File: src/rtl/core/llac_pkg.sv
// ----------------------------------------------------------------------------
// llac_pkg: shared types and constants of the link-local address claimer
// Command and phase codes, register indexes, word layouts and fixed limits.
// ----------------------------------------------------------------------------
`timescale 1ns / 1ps
`default_nettype none

package llac_pkg;

	localparam int unsigned PROBE_COUNT    = 3;
	localparam int unsigned ANNOUNCE_COUNT = 2;
	localparam int unsigned CONFLICT_LIMIT = 10;

	localparam logic [31:0] LL_FIRST = 32'hA9FE_0100;
	localparam logic [31:0] LL_LAST  = 32'hA9FE_FEFF;
	localparam logic [15:0] LL_SPAN  = 16'(LL_LAST + 32'd1 - LL_FIRST);

	localparam logic [2:0] PROBE_CNT_C    = 3'(PROBE_COUNT);
	localparam logic [2:0] ANNOUNCE_CNT_C = 3'(ANNOUNCE_COUNT);
	localparam logic [7:0] CONFLICT_LIM_C = 8'(CONFLICT_LIMIT);

	localparam logic [1:0] CMD_START = 2'd0;
	localparam logic [1:0] CMD_STOP  = 2'd1;
	localparam logic [1:0] CMD_TICK  = 2'd2;
	localparam logic [1:0] CMD_ARP   = 2'd3;

	localparam logic [1:0] PH_OFF      = 2'd0;
	localparam logic [1:0] PH_PROBE    = 2'd1;
	localparam logic [1:0] PH_ANNOUNCE = 2'd2;
	localparam logic [1:0] PH_BOUND    = 2'd3;

	localparam int unsigned CFG_IDX_W  = 3;
	localparam int unsigned CFG_DATA_W = 48;

	localparam logic [CFG_IDX_W-1:0] REG_OWN_MAC        = 3'd0;
	localparam logic [CFG_IDX_W-1:0] REG_PROBE_WAIT     = 3'd1;
	localparam logic [CFG_IDX_W-1:0] REG_PROBE_MIN      = 3'd2;
	localparam logic [CFG_IDX_W-1:0] REG_PROBE_MAX      = 3'd3;
	localparam logic [CFG_IDX_W-1:0] REG_ANNOUNCE_WAIT  = 3'd4;
	localparam logic [CFG_IDX_W-1:0] REG_ANNOUNCE_INTVL = 3'd5;
	localparam logic [CFG_IDX_W-1:0] REG_RATE_LIMIT     = 3'd6;
	localparam logic [CFG_IDX_W-1:0] REG_DEFEND         = 3'd7;

	typedef struct packed {
		logic [1:0]  command;
		logic [31:0] address_random;
		logic [31:0] wait_random;
		logic [31:0] sender_ip;
		logic [31:0] target_ip;
		logic [47:0] sender_mac;
	} in_word_t;

	typedef struct packed {
		logic        send_probe;
		logic        send_announce;
		logic        bind_now;
		logic        link_down;
		logic        conflict_seen;
		logic [1:0]  phase;
		logic [31:0] claimed_address;
	} out_word_t;

endpackage

`default_nettype wire

File: src/rtl/core/link_local_address_claimer.sv
// ----------------------------------------------------------------------------
// link_local_address_claimer: IPv4 link-local address claim sequencer
// Takes start, stop, tick and ARP words; gives one result word per command.
// ----------------------------------------------------------------------------
// Usage:
//   in_valid/in_ready carry one command word; out_valid/out_ready carry the
//   matching result word. cfg_we/cfg_index/cfg_data write a register at once.
//   A command is decoded in its accept cycle. A start or a restart folds the
//   address into the 65024 span in four steps (three shift-and-add folds, one
//   compare and subtract), then, for a random first wait, runs a 32-step
//   remainder on the shared restoring remainder unit; a probe tick runs one
//   for a random spacing. A result passes through the fold (claims only),
//   the remainder (random waits only) and the finish state into the result
//   register. One word at a time in the sequencer; in_ready is high only
//   while it is idle. The result register holds a finished word while
//   out_ready is low; the next command may be accepted then, and its result
//   waits in the sequencer until the register is free.
//   Reset clears the claim state to off, address 0, and loads the default
//   register values.
// ----------------------------------------------------------------------------
`timescale 1ns / 1ps
`default_nettype none

module link_local_address_claimer
	import llac_pkg::*;
(
	input  wire logic                  clk,
	input  wire logic                  arst_n,
	input  wire logic                  cfg_we,
	input  wire logic [CFG_IDX_W-1:0]  cfg_index,
	input  wire logic [CFG_DATA_W-1:0] cfg_data,
	input  wire logic                  in_valid,
	output      logic                  in_ready,
	input  wire in_word_t              in_word,
	output      logic                  out_valid,
	input  wire logic                  out_ready,
	output      out_word_t             out_word
);

	localparam logic [1:0] ST_IDLE = 2'd0;
	localparam logic [1:0] ST_ADDR = 2'd1;
	localparam logic [1:0] ST_WMOD = 2'd2;
	localparam logic [1:0] ST_FIN  = 2'd3;

	logic [47:0] own_mac_q;
	logic [15:0] probe_wait_q, probe_min_q, probe_max_q;
	logic [15:0] ann_wait_q, ann_intvl_q, rate_limit_q, defend_q;

	logic [1:0]  phase_q;
	logic [15:0] wait_q;
	logic [2:0]  sent_q;
	logic [31:0] cand_q;
	logic [15:0] hold_q;
	logic [7:0]  try_q;

	logic [1:0]  state_q;
	logic [4:0]  bit_q;
	logic [31:0] dvd_q;
	logic [31:0] wrnd_q;
	logic [15:0] rem_q;
	logic [15:0] div_q;
	logic [15:0] add_q;
	logic        wpend_q;
	logic [4:0]  flags_q;

	logic        accept;
	logic [1:0]  n_phase;
	logic [15:0] n_wait;
	logic [2:0]  n_sent;
	logic [15:0] n_hold;
	logic [7:0]  n_try;
	logic        n_claim, n_wmod;
	logic [15:0] n_div, n_add;
	logic        f_probe, f_ann, f_bind, f_down, f_conf;
	logic        foreign, early;

	logic [15:0] divisor;
	logic [16:0] trial;
	logic [15:0] rem_next;
	logic        job_end;
	logic [31:0] fold_sum;
	logic [15:0] span_rem;
	logic        fold_end;

	assign accept   = in_valid && in_ready;
	assign in_ready = (state_q == ST_IDLE);

	always_comb begin
		n_phase = phase_q;
		n_wait  = wait_q;
		n_sent  = sent_q;
		n_hold  = hold_q;
		n_try   = try_q;
		n_claim = 1'b0;
		n_wmod  = 1'b0;
		n_div   = probe_wait_q;
		n_add   = 16'd0;
		f_probe = 1'b0;
		f_ann   = 1'b0;
		f_bind  = 1'b0;
		f_down  = 1'b0;
		f_conf  = 1'b0;
		foreign = (in_word.sender_mac != own_mac_q);
		early   = (phase_q == PH_PROBE) || (phase_q == PH_ANNOUNCE && sent_q == 3'd0);
		case (in_word.command)
			CMD_START: begin
				f_down  = 1'b1;
				n_claim = 1'b1;
			end
			CMD_STOP: begin
				n_phase = PH_OFF;
				f_down  = 1'b1;
			end
			CMD_TICK: begin
				if (hold_q != 16'd0)
					n_hold = hold_q - 16'd1;
				if (phase_q == PH_PROBE) begin
					if (wait_q != 16'd0) begin
						n_wait = wait_q - 16'd1;
					end else if (sent_q == PROBE_CNT_C) begin
						n_phase = PH_ANNOUNCE;
						n_sent  = 3'd0;
						n_wait  = ann_wait_q;
					end else begin
						f_probe = 1'b1;
						n_sent  = sent_q + 3'd1;
						if (probe_max_q > probe_min_q) begin
							n_wmod = 1'b1;
							n_div  = probe_max_q - probe_min_q;
							n_add  = probe_min_q;
						end else begin
							n_wait = probe_min_q;
						end
					end
				end else if (phase_q == PH_ANNOUNCE) begin
					if (wait_q != 16'd0) begin
						n_wait = wait_q - 16'd1;
					end else begin
						f_bind = (sent_q == 3'd0);
						if (sent_q == ANNOUNCE_CNT_C) begin
							n_phase = PH_BOUND;
							n_sent  = 3'd0;
							n_wait  = 16'd0;
						end else begin
							f_ann  = 1'b1;
							n_sent = sent_q + 3'd1;
							n_wait = ann_intvl_q;
						end
					end
				end
			end
			CMD_ARP: begin
				if (phase_q != PH_OFF) begin
					if (early) begin
						if (in_word.sender_ip == cand_q ||
						    (in_word.target_ip == cand_q && foreign)) begin
							f_conf  = 1'b1;
							f_down  = 1'b1;
							n_claim = 1'b1;
						end
					end else if (in_word.sender_ip == cand_q && foreign) begin
						f_conf = 1'b1;
						if (hold_q != 16'd0) begin
							f_down  = 1'b1;
							n_claim = 1'b1;
						end else begin
							f_ann  = 1'b1;
							n_hold = defend_q;
						end
					end
				end
			end
			default: ;
		endcase
		if (n_claim) begin
			n_hold  = 16'd0;
			n_phase = PH_PROBE;
			n_sent  = 3'd0;
			n_try   = (try_q != 8'hFF) ? try_q + 8'd1 : try_q;
			n_div   = probe_wait_q;
			n_add   = 16'd0;
			n_wmod  = 1'b0;
			if (n_try > CONFLICT_LIM_C)
				n_wait = rate_limit_q;
			else if (probe_wait_q != 16'd0)
				n_wmod = 1'b1;
			else
				n_wait = 16'd0;
		end
	end

	// shared restoring remainder step
	assign divisor  = div_q;
	assign trial    = {rem_q, dvd_q[31]};
	assign rem_next = (trial >= {1'b0, divisor}) ? 16'(trial - {1'b0, divisor}) : trial[15:0];
	assign job_end  = (bit_q == 5'd31);

	// fold the address word into the span: 2^16 leaves 512 over
	assign fold_sum = {7'd0, dvd_q[31:16], 9'd0} + {16'd0, dvd_q[15:0]};
	assign span_rem = (dvd_q[16:0] >= {1'b0, LL_SPAN}) ? 16'(dvd_q[16:0] - {1'b0, LL_SPAN})
		: dvd_q[15:0];
	assign fold_end = (bit_q == 5'd3);

	always_ff @(posedge clk or negedge arst_n) begin
		if (!arst_n) begin
			own_mac_q    <= '0;
			probe_wait_q <= 16'd10;
			probe_min_q  <= 16'd10;
			probe_max_q  <= 16'd20;
			ann_wait_q   <= 16'd20;
			ann_intvl_q  <= 16'd20;
			rate_limit_q <= 16'd600;
			defend_q     <= 16'd100;
		end else if (cfg_we) begin
			case (cfg_index)
				REG_OWN_MAC:        own_mac_q    <= cfg_data;
				REG_PROBE_WAIT:     probe_wait_q <= cfg_data[15:0];
				REG_PROBE_MIN:      probe_min_q  <= cfg_data[15:0];
				REG_PROBE_MAX:      probe_max_q  <= cfg_data[15:0];
				REG_ANNOUNCE_WAIT:  ann_wait_q   <= cfg_data[15:0];
				REG_ANNOUNCE_INTVL: ann_intvl_q  <= cfg_data[15:0];
				REG_RATE_LIMIT:     rate_limit_q <= cfg_data[15:0];
				REG_DEFEND:         defend_q     <= cfg_data[15:0];
				default: ;
			endcase
		end
	end

	always_ff @(posedge clk or negedge arst_n) begin
		if (!arst_n) begin
			phase_q   <= PH_OFF;
			wait_q    <= '0;
			sent_q    <= '0;
			cand_q    <= '0;
			hold_q    <= '0;
			try_q     <= '0;
			state_q   <= ST_IDLE;
			bit_q     <= '0;
			wpend_q   <= 1'b0;
			flags_q   <= '0;
			out_valid <= 1'b0;
		end else begin
			case (state_q)
				ST_IDLE: begin
					if (accept) begin
						phase_q <= n_phase;
						wait_q  <= n_wait;
						sent_q  <= n_sent;
						hold_q  <= n_hold;
						try_q   <= n_try;
						wpend_q <= n_wmod;
						flags_q <= {f_probe, f_ann, f_bind, f_down, f_conf};
						bit_q   <= '0;
						if (n_claim)
							state_q <= ST_ADDR;
						else if (n_wmod)
							state_q <= ST_WMOD;
						else
							state_q <= ST_FIN;
					end
				end
				ST_ADDR: begin
					if (fold_end) begin
						bit_q   <= '0;
						cand_q  <= LL_FIRST + {16'd0, span_rem};
						state_q <= wpend_q ? ST_WMOD : ST_FIN;
					end else begin
						bit_q <= bit_q + 5'd1;
					end
				end
				ST_WMOD: begin
					bit_q <= bit_q + 5'd1;
					if (job_end) begin
						wait_q  <= rem_next + add_q;
						state_q <= ST_FIN;
					end
				end
				ST_FIN: begin
					if (!out_valid || out_ready)
						state_q <= ST_IDLE;
				end
				default: state_q <= ST_IDLE;
			endcase
			if (state_q == ST_FIN && (!out_valid || out_ready))
				out_valid <= 1'b1;
			else if (out_ready)
				out_valid <= 1'b0;
		end
	end

	// remainder datapath and result word
	always_ff @(posedge clk) begin
		case (state_q)
			ST_IDLE: begin
				if (accept) begin
					dvd_q  <= n_claim ? in_word.address_random : in_word.wait_random;
					wrnd_q <= in_word.wait_random;
					rem_q  <= '0;
					div_q  <= n_div;
					add_q  <= n_add;
				end
			end
			ST_ADDR: begin
				if (fold_end) begin
					dvd_q <= wrnd_q;
					rem_q <= '0;
				end else begin
					dvd_q <= fold_sum;
				end
			end
			ST_WMOD: begin
				dvd_q <= {dvd_q[30:0], 1'b0};
				rem_q <= rem_next;
			end
			ST_FIN: begin
				if (!out_valid || out_ready) begin
					out_word.send_probe      <= flags_q[4];
					out_word.send_announce   <= flags_q[3];
					out_word.bind_now        <= flags_q[2];
					out_word.link_down       <= flags_q[1];
					out_word.conflict_seen   <= flags_q[0];
					out_word.phase           <= phase_q;
					out_word.claimed_address <= cand_q;
				end
			end
			default: ;
		endcase
	end

`ifndef SYNTHESIS
	a_start_probes: assert property (@(posedge clk) disable iff (!arst_n)
		(accept && in_word.command == CMD_START) |=> (phase_q == PH_PROBE))
		else $error("start did not enter probing");

	a_try_monotonic: assert property (@(posedge clk) disable iff (!arst_n)
		1'b1 |=> (try_q >= $past(try_q)))
		else $error("try count went down");

	a_bind_in_announce: assert property (@(posedge clk) disable iff (!arst_n)
		(out_valid && out_word.bind_now) |-> (out_word.phase == PH_ANNOUNCE))
		else $error("bind outside announcing");

	a_busy_no_accept: assert property (@(posedge clk) disable iff (!arst_n)
		(state_q == ST_ADDR || state_q == ST_WMOD) |=> !$past(accept))
		else $error("word taken while remainder unit busy");
`endif

endmodule

`default_nettype wire

File: config.mk
export PLATFORM = sky130hd
export DESIGN_NAME = link_local_address_claimer
export DESIGN_NICKNAME = d
export VERILOG_FILES = /design/src/rtl/core/llac_pkg.sv /design/src/rtl/core/link_local_address_claimer.sv
export SDC_FILE = /design/constraint.sdc
export NUM_CORES = 1
export LEC_CHECK = 0
export ABC_AREA = 0
export BUFFER_PORTS_ARGS = -buffer_cell sky130_fd_sc_hd__buf_2
export CAP_MARGIN = 20
export CORE_AREA = 2 2 211 234
export CTS_CLUSTER_DIAMETER = 200
export DETAILED_ROUTE_END_ITERATION = 12
export DIE_AREA = 0 0 213 236
export PLACE_DENSITY = 0.71
export SYNTH_ARGS = -nofsm -noshare
export SYNTH_HDL_FRONTEND = slang
export SYNTH_SLANG_ARGS = --single-unit
File: constraint.sdc
create_clock -name clk -period 8.65 [get_ports clk]
set_input_delay 1.73 -clock clk [delete_from_list [all_inputs] [get_ports clk]]
set_output_delay 1.73 -clock clk [all_outputs]
set_load 0.05 [all_outputs]
### Word-level counts from Yosys, hierarchy flattened

Cells that the tools add are included.

* bitwise gates (word level): 3
* equal/unequal tests: 37
* multiply operators: 0
* divide/modulo/power cells: 0
* magnitude comparators: 4
* shift-type cells: 0
* reductions and logical operators: 45
* mux-type cells: 102
* add/sub/neg operators: 11

Operators with widths (number)
* two-way mux 16 bit: 29
* two-way mux 32 bit: 3
* one-hot mux 32 bit (3 select lines): 1
* == test 32 bit: 2
* one-hot mux 16 bit (2 select lines): 2
* inequality test 48 bit: 1
* one-hot mux 16 bit (3 select lines): 1
* nonzero test 16 bit: 3
* two-way mux 1 bit: 37
* adder 32 x 16 -> 32 bit, first input constant: 1
* subtractor 16 x 1 -> 16 bit, second input constant: 2
* subtractor 16 bit: 2
* adder 25 x 16 -> 26 bit: 1
* two-way mux 2 bit: 12
* two-way mux 3 bit: 8
* AND reduction 2 bit: 12
* inequality test 3 bit, second input constant: 6
* greater-or-equal comparator 17 x 16 -> 1 bit: 1
* greater-or-equal comparator 17 x 16 -> 1 bit, second input constant: 1
* adder 16 bit: 1
* greater-than comparator 16 bit: 1
* subtractor 16 bit, second input constant: 1
* one-hot mux 5 bit (3 select lines): 1
* == test 3 x 2 -> 1 bit, second input constant: 4
* other kinds (34): 69

* register bits: 402
* input port bits: 234
* output and inout port bits: 41
* latch bits: 0
* memories: 0
* RAM bits: 0
* memory bits (read-only): 0

### Depth between registers and ports, before layout

Gate-level depths: netlist of run 1.

* depth in word-level cells: 12
* gate-level depth with buffers: 22
* mapped depth without buffers: 21

### Worst setup path before layout of run 1

Ideal clock, no wire load.

* path kind: register to register
* start: register rem_q[8]
* end: register wait_q[15]
* arrival: 5050 ps
* path slack: 3478 ps
* buffers on the path: 1
* stages on the path, launching flop included: 21
* setup time: 123 ps
* cell sequence: edfxtp_1 -> ha_1 -> a21oi_1 -> nand2_1 -> a31oi_1 -> o21ai_0 -> o31ai_1 -> nand2_1 -> a21boi_1 -> clkbuf_1 -> mux2_2 -> ha_1 -> o21a_1 -> nor2_1 -> a21oi_1 -> a2111oi_0 -> o21ai_0 -> a31o_2 -> a31o_2 -> xnor2_1 -> o221a_2

* word-level cells in the longest chain between the ends: 5

Ends and longest elaborated chain
* start, declared: line link_local_address_claimer.sv:60 `logic [15:0] rem_q;`
* start signal, assigned: line link_local_address_claimer.sv:313 `rem_q <= rem_next;`
* greater-or-equal comparator 17 x 16 -> 1 bit: line link_local_address_claimer.sv:195 `assign rem_next = (trial >= {1'b0, divisor}) ? 16'(trial - {1'b0, divisor}) : trial[15:0];`
* two-way mux 16 bit: line link_local_address_claimer.sv:195
* net rem_next[4]: line link_local_address_claimer.sv:79 `logic [15:0] rem_next;`
* adder 16 bit: line link_local_address_claimer.sv:274 `wait_q <= rem_next + add_q;`
* two-way mux 16 bit: line link_local_address_claimer.sv:273 `if (job_end) begin`
* one-hot mux 16 bit (2 select lines): line link_local_address_claimer.sv:243 `case (state_q)`
* end signal, assigned: line link_local_address_claimer.sv:247 `wait_q <= n_wait;`
* end signal, assigned: line link_local_address_claimer.sv:274
* end, declared: line link_local_address_claimer.sv:50 `logic [15:0] wait_q;`

The timed path passes the listed nets, and every way through them passes these cells. The select of a mux whose other input is x is not followed.
A chain may end at the register's enable or synchronous reset.

### Final worst setup path of run 1

* start: register dvd_q[31]
* end: register wait_q[15]

* word-level cells in the longest chain between the ends: 5

Ends and longest elaborated chain
* start, declared: line link_local_address_claimer.sv:58 `logic [31:0] dvd_q;`
* start signal, assigned: line link_local_address_claimer.sv:296 `dvd_q <= n_claim ? in_word.address_random : in_word.wait_random;`
* start signal, assigned: line link_local_address_claimer.sv:305 `dvd_q <= wrnd_q;`
* start signal, assigned: line link_local_address_claimer.sv:308 `dvd_q <= fold_sum;`
* subtractor 16 bit or greater-or-equal comparator 17 x 16 -> 1 bit (tied branches): line link_local_address_claimer.sv:195
* two-way mux 16 bit (*): line link_local_address_claimer.sv:195
* net rem_next[1]: line link_local_address_claimer.sv:79
* adder 16 bit (*): line link_local_address_claimer.sv:274
* two-way mux 16 bit (*): line link_local_address_claimer.sv:273
* one-hot mux 16 bit (2 select lines) (*): line link_local_address_claimer.sv:243

The timed path passes the listed nets; every way through them passes the cells marked *. The select of a mux whose other input is x is not followed.

==> results of run 1 <==
final cells by class:
| type | instances | area (um2) | share of cell area, % |
|---|---|---|---|
| Clock buffer | 54 | 1116 | 4.526 |
| Sequential cell | 374 | 10070 | 40.82 |
| Multi-Input combinational cell | 1512 | 10500 | 42.56 |
| Timing Repair Buffer | 296 | 1593 | 6.459 |
| Clock inverter | 21 | 267.8 | 1.086 |
| Tap cell | 652 | 815.8 | 3.308 |
| Antenna cell | 1 | 2.502 | 0.01015 |
| Inverter | 81 | 304.0 | 1.233 |
Yosys cell counts, drive strengths merged, types with 14 or more instances:
cell type / instances
o22ai: 14
mux2: 161
nand2: 212
nand2b: 15
dfstp: 17
or3: 14
nand3: 43
a31oi: 19
and2: 26
buf: 32
a21o: 14
xnor2: 98
nor4: 27
nand4: 27
a21oi: 148
dfrtp: 220
o21ai: 156
nor3: 37
edfxtp: 137
xor2: 54
mux2i: 39
a221oi: 23
and3: 16
ha: 80
inv: 78
clkbuf: 86
nor2: 113
worst reg2reg max path, stage by stage (launching register included):
cell       delay [ns]
edfxtp_1         0.49
inv_1            0.13
ha_1             0.14
inv_1            0.06
a21oi_1          0.25
o211ai_1         0.24
and4b_1          0.27
o31ai_1          0.30
nand2_1          0.09
a21boi_1         0.16
buf_4            0.26
mux2_2           0.41
ha_1             0.27
a21o_1           0.19
a31oi_1          0.21
a21oi_1          0.13
a2111oi_0        0.69
o21ai_0          0.24
a31o_2           0.31
a31o_2           0.25
xnor2_1          0.12
o221a_2          0.23
layer usage:
metal / share of wire [%] / global-route usage, % / wire length (um) / vias to the layer above
met2: 48 / 41.90 / 29920 / 709
li1: - / - / - / 8036
met4: 3.5 / 8.794 / 2182 / 4
met1: 41 / 30.37 / 25260 / 8366
met5: 0.044 / 0 / 27 / -
met3: 7.2 / 4.607 / 4443 / 127
state kept, by name, indices dropped and copies added (netlist names), 18 cells and up:
signal and flops:
cand_q 18, dvd_q 32, out_word 25, own_mac_q 48, wrnd_q 32
worst min-delay path by stage:
stage / to / cells past startpoint
2_1_floorplan: out_word[32]$_DFFE_PP_ / 0
3_3_place_gp: out_word[35]$_DFFE_PP_ / 0
3_5_place_dp: out_word[34]$_DFFE_PP_ / 0
4_1_cts: out_word[37]$_DFFE_PP_ / 0
5_1_grt: out_word[35]$_DFFE_PP_ / 0
6_report: out_word[37]$_DFFE_PP_ / 0
stage by stage:
stage | total power, mW | cell area, um2 | instances | hold WS (ns) | utilization [%]
CTS | 8.587 | 24620 | 2988 | 0.4391 | 51.11
detailed placement | 6.731 | 23240 | 2913 | 0.4382 | 48.24
floorplan | 5.656 | 21340 | 2085 | 0.4231 | -
global route | 9.123 | 24660 | 2991 | 0.4560 | 51.19
global placement | 6.606 | 23230 | 2912 | 0.4367 | 48.21
finish | 8.572 | 24660 | 2991 | 0.4291 | 51.19
cell usage in the layout (no fill, tap or decap), types with 10 or more instances in the layout:
master / instances
buf_2: 269
dfrtp_1: 220
nand2_1: 212
mux2_2: 161
o21ai_0: 153
a21oi_1: 146
edfxtp_1: 137
nor2_1: 112
xnor2_1: 98
ha_1: 79
inv_1: 78
xor2_1: 54
nand3_1: 43
clkbuf_16: 42
mux2i_1: 39
nor3_1: 34
nand4_1: 27
nor4_1: 27
and2_1: 26
a221oi_1: 23
buf_4: 23
a31oi_1: 19
dfstp_2: 17
and3_1: 16
nand2b_1: 15
a21o_1: 14
or3_1: 14
o22ai_1: 14
o211ai_1: 13
o31ai_1: 13
a211oi_1: 12
or4_1: 11
a22o_1: 11
clkbuf_1: 10
power by group:
part	internal [mW]	total [mW]	switching [mW]
clock	1.07	1.81	0.747
sequential	2.48	2.94	0.460
combinational	1.53	3.81	2.28
total	5.08	8.57	3.49
logic make-up (layout without fill, tap and decap cells):
family	Yosys count	count (layout)	synth area share, %
AND/OR/NAND/NOR	576	576	12.97
AO/OA/AOI/OAI	496	496	14.33
flip-flops	374	374	47.18
multiplexers	200	200	10.33
buffers and inverters	199	452	3.853
XOR/XNOR	152	152	6.240
adder cells (fa/ha/maj)	84	84	5.067
other	1	5	0.01758
==> flow_summary.json, run 1 <==
{
  "routed_wl_mm": 61.83,
  "drcViolationCount": 0,
  "cts_made_buffers": 41,
  "num_io_pins": 275,
  "hold_violations": 0,
  "final_setup_fails": 0,
  "die_area_um2": 50270,
  "worstSetupPathType": "flip-flop to flip-flop",
  "drtAntennaViolNets": 0,
  "cts_hold_repair.buffers": 0,
  "grt_pass1_vias": 17060,
  "reg2reg_start": "dvd_q[31]$_DFFE_PP_",
  "yosysTopAreaCell": "dfrtp_1",
  "worst_reg2reg_setup_slack_ns": 3.09,
  "floorplan.die.height_um": 236,
  "critical_path.reg2reg.endpoint": "wait_q[15]$_DFFE_PN0P_",
  "post-place-ws_ns": 2.938,
  "total_setup_buffers_inserted_after_cts": 0,
  "post_synthesis_cell_count": 2082,
  "tritoncts": "built",
  "grt_setup_unrepaired": "false",
  "final.setup.tns_ns": 0,
  "drt-initial-drc-count": 1590,
  "grt_util_all_layers_pct": 24.37,
  "cp_top_family": "compound AO/OA/AOI/OAI gates",
  "wl_per_cell_um": 20.67,
  "layout_min_cycle_time_ns": 5.564,
  "max-cap-violations": 0,
  "start_util_pct": 44.28,
  "core-area_um2": 48180,
  "area_added_between_synthesis_and_finish_pct": 15.60,
  "crit_arrival_ns": 6.02,
  "io_buffers": 270,
  "worst_pin_slew_ns": 1.055,
  "cell_by_cell_trace_of_the_critical_path": "inv_1 -> ha_1 -> inv_1 -> a21oi_1 -> o211ai_1 -> and4b_1 -> o31ai_1 -> nand2_1 -> a21boi_1 -> buf_4 -> mux2_2 -> ha_1 -> a21o_1 -> a31oi_1 -> a21oi_1 -> a2111oi_0 -> o21ai_0 -> a31o_2 -> a31o_2 -> xnor2_1 -> o221a_2",
  "top_cell_type_s_share_of_synthesized_area_pct": 25.81,
  "synth_top_flop_cell": "dfrtp_1",
  "synth_seq_cells": 374,
  "worst_hold_path_type": "flip-flop to flip-flop",
  "grt_antenna_before_repair": 3,
  "clk_latency_ns": 0.59,
  "num-fill-cells": 4319,
  "timing.critical_path.slowest_cell_delay_ns": 0.69,
  "detailroute.via_count": 17240,
  "yosys_warnings": 0,
  "hpwl_mm": 44.82,
  "worst-r2r-cell-count": 21,
  "crit_path_start": "dvd_q[31]$_DFFE_PP_",
  "p_leak_nw": 10.29,
  "pin_count_of_the_biggest_net_entering_global_routing": 161,
  "gpl.final_weighted_congestion": 0.9268,
  "final_max_slew_viol_count": 0,
  "cts_num_sinks": 374,
  "clk_pin_slew_worst_paths_ns": 0.06,
  "fp.dieW_um": 213,
  "post_drt_via_cell_ratio": 5.765,
  "clk_path_buf_depth": 3,
  "rows": 85,
  "timing.clock.skew_ns": 0.03032,
  "slew_headroom_pct": 29.33,
  "run_status": "complete, no violations",
  "layout-drive-gt1-share_pct": 23.99,
  "hold_start": "flags_q[3]$_DFFE_PN0P_",
  "max_freq_mhz": 179.7,
  "seq_area_frac_synth_pct": 47.18,
  "cts_repair_resize_count": 0,
  "cp_slowest_cell": "a2111oi_0",
  "timing.critical_path.required_ns": 9.11,
  "synthArstFlopShare_pct": 63.37,
  "startpoint_type": "flip-flop",
  "power_density_nw_per_um2": 347.6,
  "clockRootBuffer": "clkbuf_16",
  "cts_max_level": 2,
  "setup.worst_path.end_class": "flip-flop",
  "postSynthAreaPerCell_um2": 10.25,
  "final_net_count": 2624,
  "critical_path_buffers_and_inverters": 3,
  "setup_slack_ns": 3.086,
  "synth.lib_cells_used.distinct": 78,
  "cp_num_cells": 21,
  "critPathMaxFanout": 15,
  "vdd.ir_drop.worst_mv": 0.1908,
  "firstDrtPassIters": 5,
  "post_synth_edffs": 137,
  "top_cells_by_area_synth": "dfrtp_1, edfxtp_1, mux2_2",
  "globalRoute.totalOverflow": 0,
  "post-route-period-util_pct": 64.33,
  "synth.cell_area_um2": 21330,
  "grt_first_pass_wirelength_mm": 94.80,
  "critical_path.endpoint": "wait_q[15]$_DFFE_PN0P_"
}
No activity file was read; power rests on OpenSTA's default activity.
==> inputs of run 2 (changes only) <==
--- a/config.mk
+++ b/config.mk
@@ -12,7 +12,7 @@
 export CTS_CLUSTER_DIAMETER = 200
 export DETAILED_ROUTE_END_ITERATION = 12
 export DIE_AREA = 0 0 213 236
-export PLACE_DENSITY = 0.71
+export PLACE_DENSITY = 0.74
 export SYNTH_ARGS = -nofsm -noshare
 export SYNTH_HDL_FRONTEND = slang
 export SYNTH_SLANG_ARGS = --single-unit
==> constraint.sdc (replaced) <==
create_clock -name clk -period 5.1 [get_ports clk]
set_input_delay 1.02 -clock clk [delete_from_list [all_inputs] [get_ports clk]]
set_output_delay 1.02 -clock clk [all_outputs]
set_load 0.05 [all_outputs]
==> run 2 against run 1 <==
  * First-iteration DRC count decreased by 23%
  * Highest routed layer is now met4
  * Largest cell class unchanged
  * Combinational power rose by 81%
  * Flip-flop and latch count unchanged
==> flow_summary.json, run 2 (synthesized netlist as in run 1, its figures left out) <==
{
  "detailroute.via_count": 17350,
  "timing.clock.skew_ns": 0.03212,
  "final.setup.tns_ns": 0,
  "biggestRegsByFlops": "own_mac_q: 48 flops, dvd_q: 32 flops, wrnd_q: 32 flops",
  "post_drt_via_cell_ratio": 5.736,
  "layout_min_cycle_time_ns": 4.929,
  "cell_by_cell_trace_of_the_critical_path": "ha_1 -> and3_1 -> and3_1 -> and4b_1 -> o31ai_2 -> nand2_1 -> a21boi_1 -> buf_4 -> mux2_2 -> ha_1 -> and2_1 -> a31oi_2 -> a21oi_1 -> a2111oi_2 -> buf_4 -> o21ai_0 -> a31o_2 -> a31o_2 -> xnor2_1 -> o221a_2",
  "drt-initial-drc-count": 1220,
  "power.clock.fraction_pct": 20.1,
  "final-seq-area_um2": 10070,
  "setup.worst_path.end_class": "flip-flop",
  "post-place-ws_ns": -0.03782,
  "worst_hold_path_type": "flip-flop to flip-flop",
  "post-route-period-util_pct": 96.65,
  "vdd.ir_drop.worst_mv": 0.3329,
  "design_power_total_mw": 14.86,
  "clk_pin_slew_worst_paths_ns": 0.06,
  "fp.dieW_um": 213,
  "startpoint_type": "flip-flop",
  "swShare_pct": 40.73,
  "timing.critical_path.slowest_cell_delay_ns": 0.39,
  "tritoncts": "built",
  "cts_hold_repair.buffers": 0,
  "grt_first_pass_wirelength_mm": 95.91,
  "grt_pass1_vias": 17430,
  "gpl.final_weighted_congestion": 0.8933,
  "cp_top_family": "compound AO/OA/AOI/OAI gates",
  "max_freq_mhz": 202.9,
  "core-area_um2": 48180,
  "crit_arrival_ns": 5.40,
  "die_area_um2": 50270,
  "num_io_pins": 275,
  "hold_violations": 0,
  "layout.cells.most_common": "buf_2",
  "io_buffers": 270,
  "total_switching_power_mw": 6.053,
  "grt_antenna_before_repair": 0,
  "p_leak_nw": 10.45,
  "final_net_count": 2657,
  "final_setup_fails": 0,
  "layout-drive-gt1-share_pct": 25.58,
  "clk_path_buf_depth": 3,
  "multi_input_gate_area_in_the_final_layout_um2": 10540,
  "antenna-diode-count": 0,
  "max_flop_register": "own_mac_q",
  "pin_count_of_the_biggest_net_entering_global_routing": 104,
  "max-cap-violations": 0,
  "num-fill-cells": 4261,
  "setup_slack_ns": 0.1709,
  "wl_per_cell_um": 20.62,
  "timing.critical_path.required_ns": 5.57,
  "worstSetupPathType": "flip-flop to flip-flop",
  "worst_pin_slew_ns": 1.114,
  "slew_headroom_pct": 25.57,
  "routed_wl_mm": 62.36,
  "most-common-layout-cells": "buf_2, dfrtp_1, nand2_1",
  "floorplan.die.height_um": 236,
  "internal_power_of_the_cells_mw": 8.809,
  "drtAntennaViolNets": 0,
  "cp_slowest_cell": "edfxtp_1",
  "share_of_power_burned_in_combinational_logic_pct": 46.4,
  "hpwl_mm": 45.67,
  "run_status": "complete, no violations",
  "clk_latency_ns": 0.59,
  "largest_reg_flops": 48,
  "start_util_pct": 44.28,
  "grt_util_all_layers_pct": 24.58,
  "worst_hold_slack_ns": 0.4492,
  "critical_path_buffers_and_inverters": 2,
  "area_added_between_synthesis_and_finish_pct": 16.83,
  "finish.utilization_pct": 51.73,
  "cts_num_sinks": 374,
  "power_density_nw_per_um2": 596.3,
  "critPathMaxFanout": 5,
  "firstDrtPassIters": 5,
  "cts_max_level": 2,
  "globalRoute.totalOverflow": 0,
  "final_max_slew_viol_count": 0,
  "cts_made_buffers": 42,
  "clockRootBuffer": "clkbuf_16",
  "power.share.sequential_pct": 33.5,
  "drcViolationCount": 0,
  "rows": 85
}
## run 2: power by group through the flow
stage | Sequential [mW] | Clock (mW) | Combinational (mW)
after floorplan | 4.92 | 0 | 4.68
after global placement | 4.97 | 0 | 6.52
after detailed placement | 5.01 | 0 | 6.72
after CTS | 4.96 | 3.04 | 6.77
after global routing | 5.07 | 3.16 | 7.56
final | 4.98 | 2.99 | 6.89
## run 2: worst reg2reg max path, delay by kind of cell, from the launching register on
family	cells	cell delay (ns)
fa+ha+maj	2	0.70
simple gates	5	0.96
mux	1	0.36
compound gates	9	1.95
xor+xnor	1	0.12
flops	1	0.39
buf+inv	2	0.37
## run 2: per-layer routing
layer	up-vias	global-route usage (%)	part of all wire, %
met5	-	0	0
met4	0	8.646	3.4
met3	133	4.167	6.8
met2	741	42.19	48
met1	8403	31.10	41
li1	8073	-	-
## run 2: final timing paths
kind                                        start  cells past startpoint                      end  slack, ns
max                        rem_q[7]$_SDFFCE_PN0P_                     20   wait_q[15]$_DFFE_PN0P_       0.17
min                        flags_q[2]$_DFFE_PN0P_                      0   out_word[36]$_DFFE_PP_       0.45
max reg2reg                rem_q[7]$_SDFFCE_PN0P_                     20   wait_q[15]$_DFFE_PN0P_       0.17
min reg2reg                flags_q[2]$_DFFE_PN0P_                      0   out_word[36]$_DFFE_PP_       0.45
max in group asynchronous                  arst_n                      2  defend_q[5]$_DFFE_PN1P_       3.49
min in group asynchronous                  arst_n                      1    cand_q[6]$_DFFE_PN0P_       0.46
## run 2: final cells by class
class / count / share of cell area (%)
multi-input combinational: 1512 / 42.30
sequential: 374 / 40.39
timing repair buffer: 328 / 7.405
clock buffer: 58 / 4.789
tap: 652 / 3.273
inverter: 81 / 1.220
clock inverter: 20 / 0.6275
## run 2: per-stage QoR
stage          instances  area, um2
2_1_floorplan       2085      21350
3_3_place_gp        2945      23490
3_5_place_dp        2946      23500
4_1_cts             3024      24850
5_1_grt             3025      24920
6_report            3025      24920
## run 2: what timing repair did
item | CTS | global route
setup endpoints to repair | 1 | 5
resized for setup | 1 | 9
setup buffers | 0 | 0
pin swaps | 0 | 1
hold endpoints to repair | 0 | 0
==> inputs of run 3 (changes only) <==
--- a/config.mk
+++ b/config.mk
@@ -8,11 +8,11 @@
 export ABC_AREA = 0
 export BUFFER_PORTS_ARGS = -buffer_cell sky130_fd_sc_hd__buf_2
 export CAP_MARGIN = 20
-export CORE_AREA = 2 2 211 234
+export CORE_AREA = 2 2 185 205
 export CTS_CLUSTER_DIAMETER = 200
 export DETAILED_ROUTE_END_ITERATION = 12
-export DIE_AREA = 0 0 213 236
-export PLACE_DENSITY = 0.74
+export DIE_AREA = 0 0 187 207
+export PLACE_DENSITY = 0.87
 export SYNTH_ARGS = -nofsm -noshare
 export SYNTH_HDL_FRONTEND = slang
 export SYNTH_SLANG_ARGS = --single-unit
==> constraint.sdc (replaced) <==
create_clock -name clk -period 4.74 [get_ports clk]
set_input_delay 0.948 -clock clk [delete_from_list [all_inputs] [get_ports clk]]
set_output_delay 0.948 -clock clk [all_outputs]
set_load 0.05 [all_outputs]
==> run 3 against run 2 <==
  * Final cell count decreased by 5.0%
  * Worst setup slack got worse by 0.15 ns
  * Global-route usage increased by 7.1 points
  * Wire length increased by 2.4%
  * Sequential share of layout area decreased by 0.21 points
  * Final area increased by 0.53%
  * Combinational power increased by 17%
  * Register-to-register slack got worse by 0.15 ns
  * Die area decreased by 23%
  * Clock skew decreased by 0.014 ns
  * Flip-flop and latch count unchanged
  * Total power increased by 12%
==> flow_summary.json, run 3 (synthesized netlist as in run 1, its figures left out) <==
{
  "run_status": "complete, no violations",
  "clk_latency_ns": 0.55,
  "max_flop_register": "own_mac_q",
  "die_area_um2": 38710,
  "fp.dieW_um": 187,
  "multi_input_gate_area_in_the_final_layout_um2": 10730,
  "area_added_between_synthesis_and_finish_pct": 17.45,
  "grt_antenna_before_repair": 4,
  "final_max_slew_viol_count": 0,
  "final_setup_fails": 0,
  "final-seq-area_um2": 10070,
  "internal_power_of_the_cells_mw": 9.812,
  "grt_util_all_layers_pct": 31.65,
  "globalRoute.totalOverflow": 0,
  "power.clock.fraction_pct": 19.3,
  "detailroute.via_count": 17960,
  "share_of_power_burned_in_combinational_logic_pct": 48.4,
  "num_io_pins": 275,
  "hpwl_mm": 45.31,
  "start_util_pct": 58.04,
  "vdd.ir_drop.worst_mv": 0.4125,
  "drtAntennaViolNets": 0,
  "floorplan.die.height_um": 207,
  "worst_hold_slack_ns": 0.4504,
  "power.share.sequential_pct": 32.3,
  "most-common-layout-cells": "buf_2, dfrtp_1, nand2_1",
  "worst_reg2reg_setup_slack_ns": 0.02,
  "design_power_total_mw": 16.72,
  "firstDrtPassIters": 6,
  "max_freq_mhz": 211.7,
  "grt_pass1_vias": 18120,
  "crit_arrival_ns": 5.15,
  "setup_slack_ns": 0.01701,
  "startpoint_type": "flip-flop",
  "setup.worst_path.end_class": "flip-flop",
  "timing.clock.skew_ns": 0.01777,
  "cts_num_sinks": 374,
  "core-area_um2": 36760,
  "post_drt_via_cell_ratio": 6.246,
  "layout.cells.most_common": "buf_2",
  "clk_pin_slew_worst_paths_ns": 0.07,
  "power_density_nw_per_um2": 667.2,
  "drcViolationCount": 0,
  "p_leak_nw": 10.53,
  "rows": 74,
  "layout_min_cycle_time_ns": 4.723,
  "drt-initial-drc-count": 1752,
  "clockRootBuffer": "clkbuf_16",
  "routed_wl_mm": 63.83,
  "gpl.final_weighted_congestion": 0.9664,
  "cts_made_buffers": 39,
  "biggestRegsByFlops": "own_mac_q: 48 flops, dvd_q: 32 flops, wrnd_q: 32 flops",
  "grt_first_pass_wirelength_mm": 97.20,
  "post-route-period-util_pct": 99.64,
  "largest_reg_flops": 48,
  "max-cap-violations": 0,
  "tritoncts": "built",
  "layout-drive-gt1-share_pct": 26.57,
  "total_switching_power_mw": 6.905,
  "cts_max_level": 2,
  "post-place-ws_ns": -0.2327,
  "io_buffers": 270,
  "clk_path_buf_depth": 3,
  "wl_per_cell_um": 22.20,
  "timing.critical_path.required_ns": 5.16,
  "slew_headroom_pct": 27.91,
  "worstSetupPathType": "flip-flop to flip-flop",
  "hold_violations": 0,
  "num-fill-cells": 2631,
  "final_net_count": 2663,
  "critPathMaxFanout": 5,
  "worst_hold_path_type": "flip-flop to flip-flop",
  "worst_pin_slew_ns": 1.079,
  "swShare_pct": 41.30,
  "pin_count_of_the_biggest_net_entering_global_routing": 122
}
-- run 3: cell count changes in the layout (fill, tap and decap cells not counted), moves of 3 or more --
cell / change
diode_2: +6
clkinv_2: -3
ha_4: +7
bufinv_16: +3
a21oi_1: -3
buf_12: +4
ha_1: -8
buf_4: +3
-- run 3: worst max-delay path, stage by stage, from the launching register on --
cell      delay [ns]
edfxtp_1        0.44
ha_4            0.29
a21o_1          0.18
nand2_1         0.08
o211ai_1        0.16
and4b_2         0.29
o31ai_4         0.24
nand2_2         0.09
a21boi_4        0.28
mux2_4          0.35
buf_4           0.15
fa_1            0.43
a21o_1          0.21
a21oi_4         0.21
o21a_1          0.16
o311ai_1        0.16
a21o_1          0.23
a21oi_2         0.22
mux2i_1         0.20
o21bai_1        0.08
o211a_1         0.13
-- run 3: stage by stage --
stage	instances	instance area, um2	util [%]	TNS, ns
5_1_grt	2869	25040	68.12	-0.3762
6_report	2875	25060	68.16	0
4_1_cts	2863	24810	67.49	0
3_3_place_gp	2785	23330	63.46	0
3_5_place_dp	2785	23330	63.46	-0.5997
2_1_floorplan	2085	21360	-	0
-- run 3: power by group through the flow --
stage	logic [mW]	clock network [mW]	registers, mW
floorplan	5.06	0	5.29
global placement	6.87	0	5.35
detailed placement	7.17	0	5.40
CTS	7.47	3.25	5.35
global route	8.69	3.36	5.48
finish	8.08	3.23	5.40
-- run 3: worst paths after layout --
path / start / to / cells after the start
min in group asynchronous: arst_n / cand_q[3]$_DFFE_PN0P_ / 1
max: rem_q[2]$_SDFFCE_PN0P_ / wait_q[14]$_DFFE_PN0P_ / 20
max in group asynchronous: arst_n / ann_intvl_q[2]$_DFFE_PN1P_ / 2
min: flags_q[2]$_DFFE_PN0P_ / out_word[36]$_DFFE_PP_ / 0
max reg2reg: rem_q[2]$_SDFFCE_PN0P_ / wait_q[14]$_DFFE_PN0P_ / 20
min reg2reg: flags_q[2]$_DFFE_PN0P_ / out_word[36]$_DFFE_PP_ / 0
-- run 3: final cells by class --
type                            instances  area share (%)
Tap cell                              494           2.467
Antenna cell                            6         0.05993
Timing Repair Buffer                  337           7.865
Clock inverter                         15          0.7341
Sequential cell                       374           40.17
Clock buffer                           56           4.644
Multi-Input combinational cell       1512           42.84
Inverter                               81           1.213
-- run 3: what timing repair did --
item                       CTS  global route
setup endpoints to repair    4             6
hold endpoints to repair     0             0
gates resized for setup     14            28
pin swaps                    5            13
setup buffers                7             5
hold buffers                 0             0
-- run 3: routing by layer --
| layer | share of wire, % | vias to the layer above | track usage, % |
|---|---|---|---|
| li1 | - | 8087 | - |
| met1 | 37 | 8655 | 38.04 |
| met2 | 49 | 1000 | 54.26 |
| met3 | 8.8 | 212 | 6.015 |
| met4 | 5.5 | 2 | 16.28 |
| met5 | 0.019 | - | 0 |
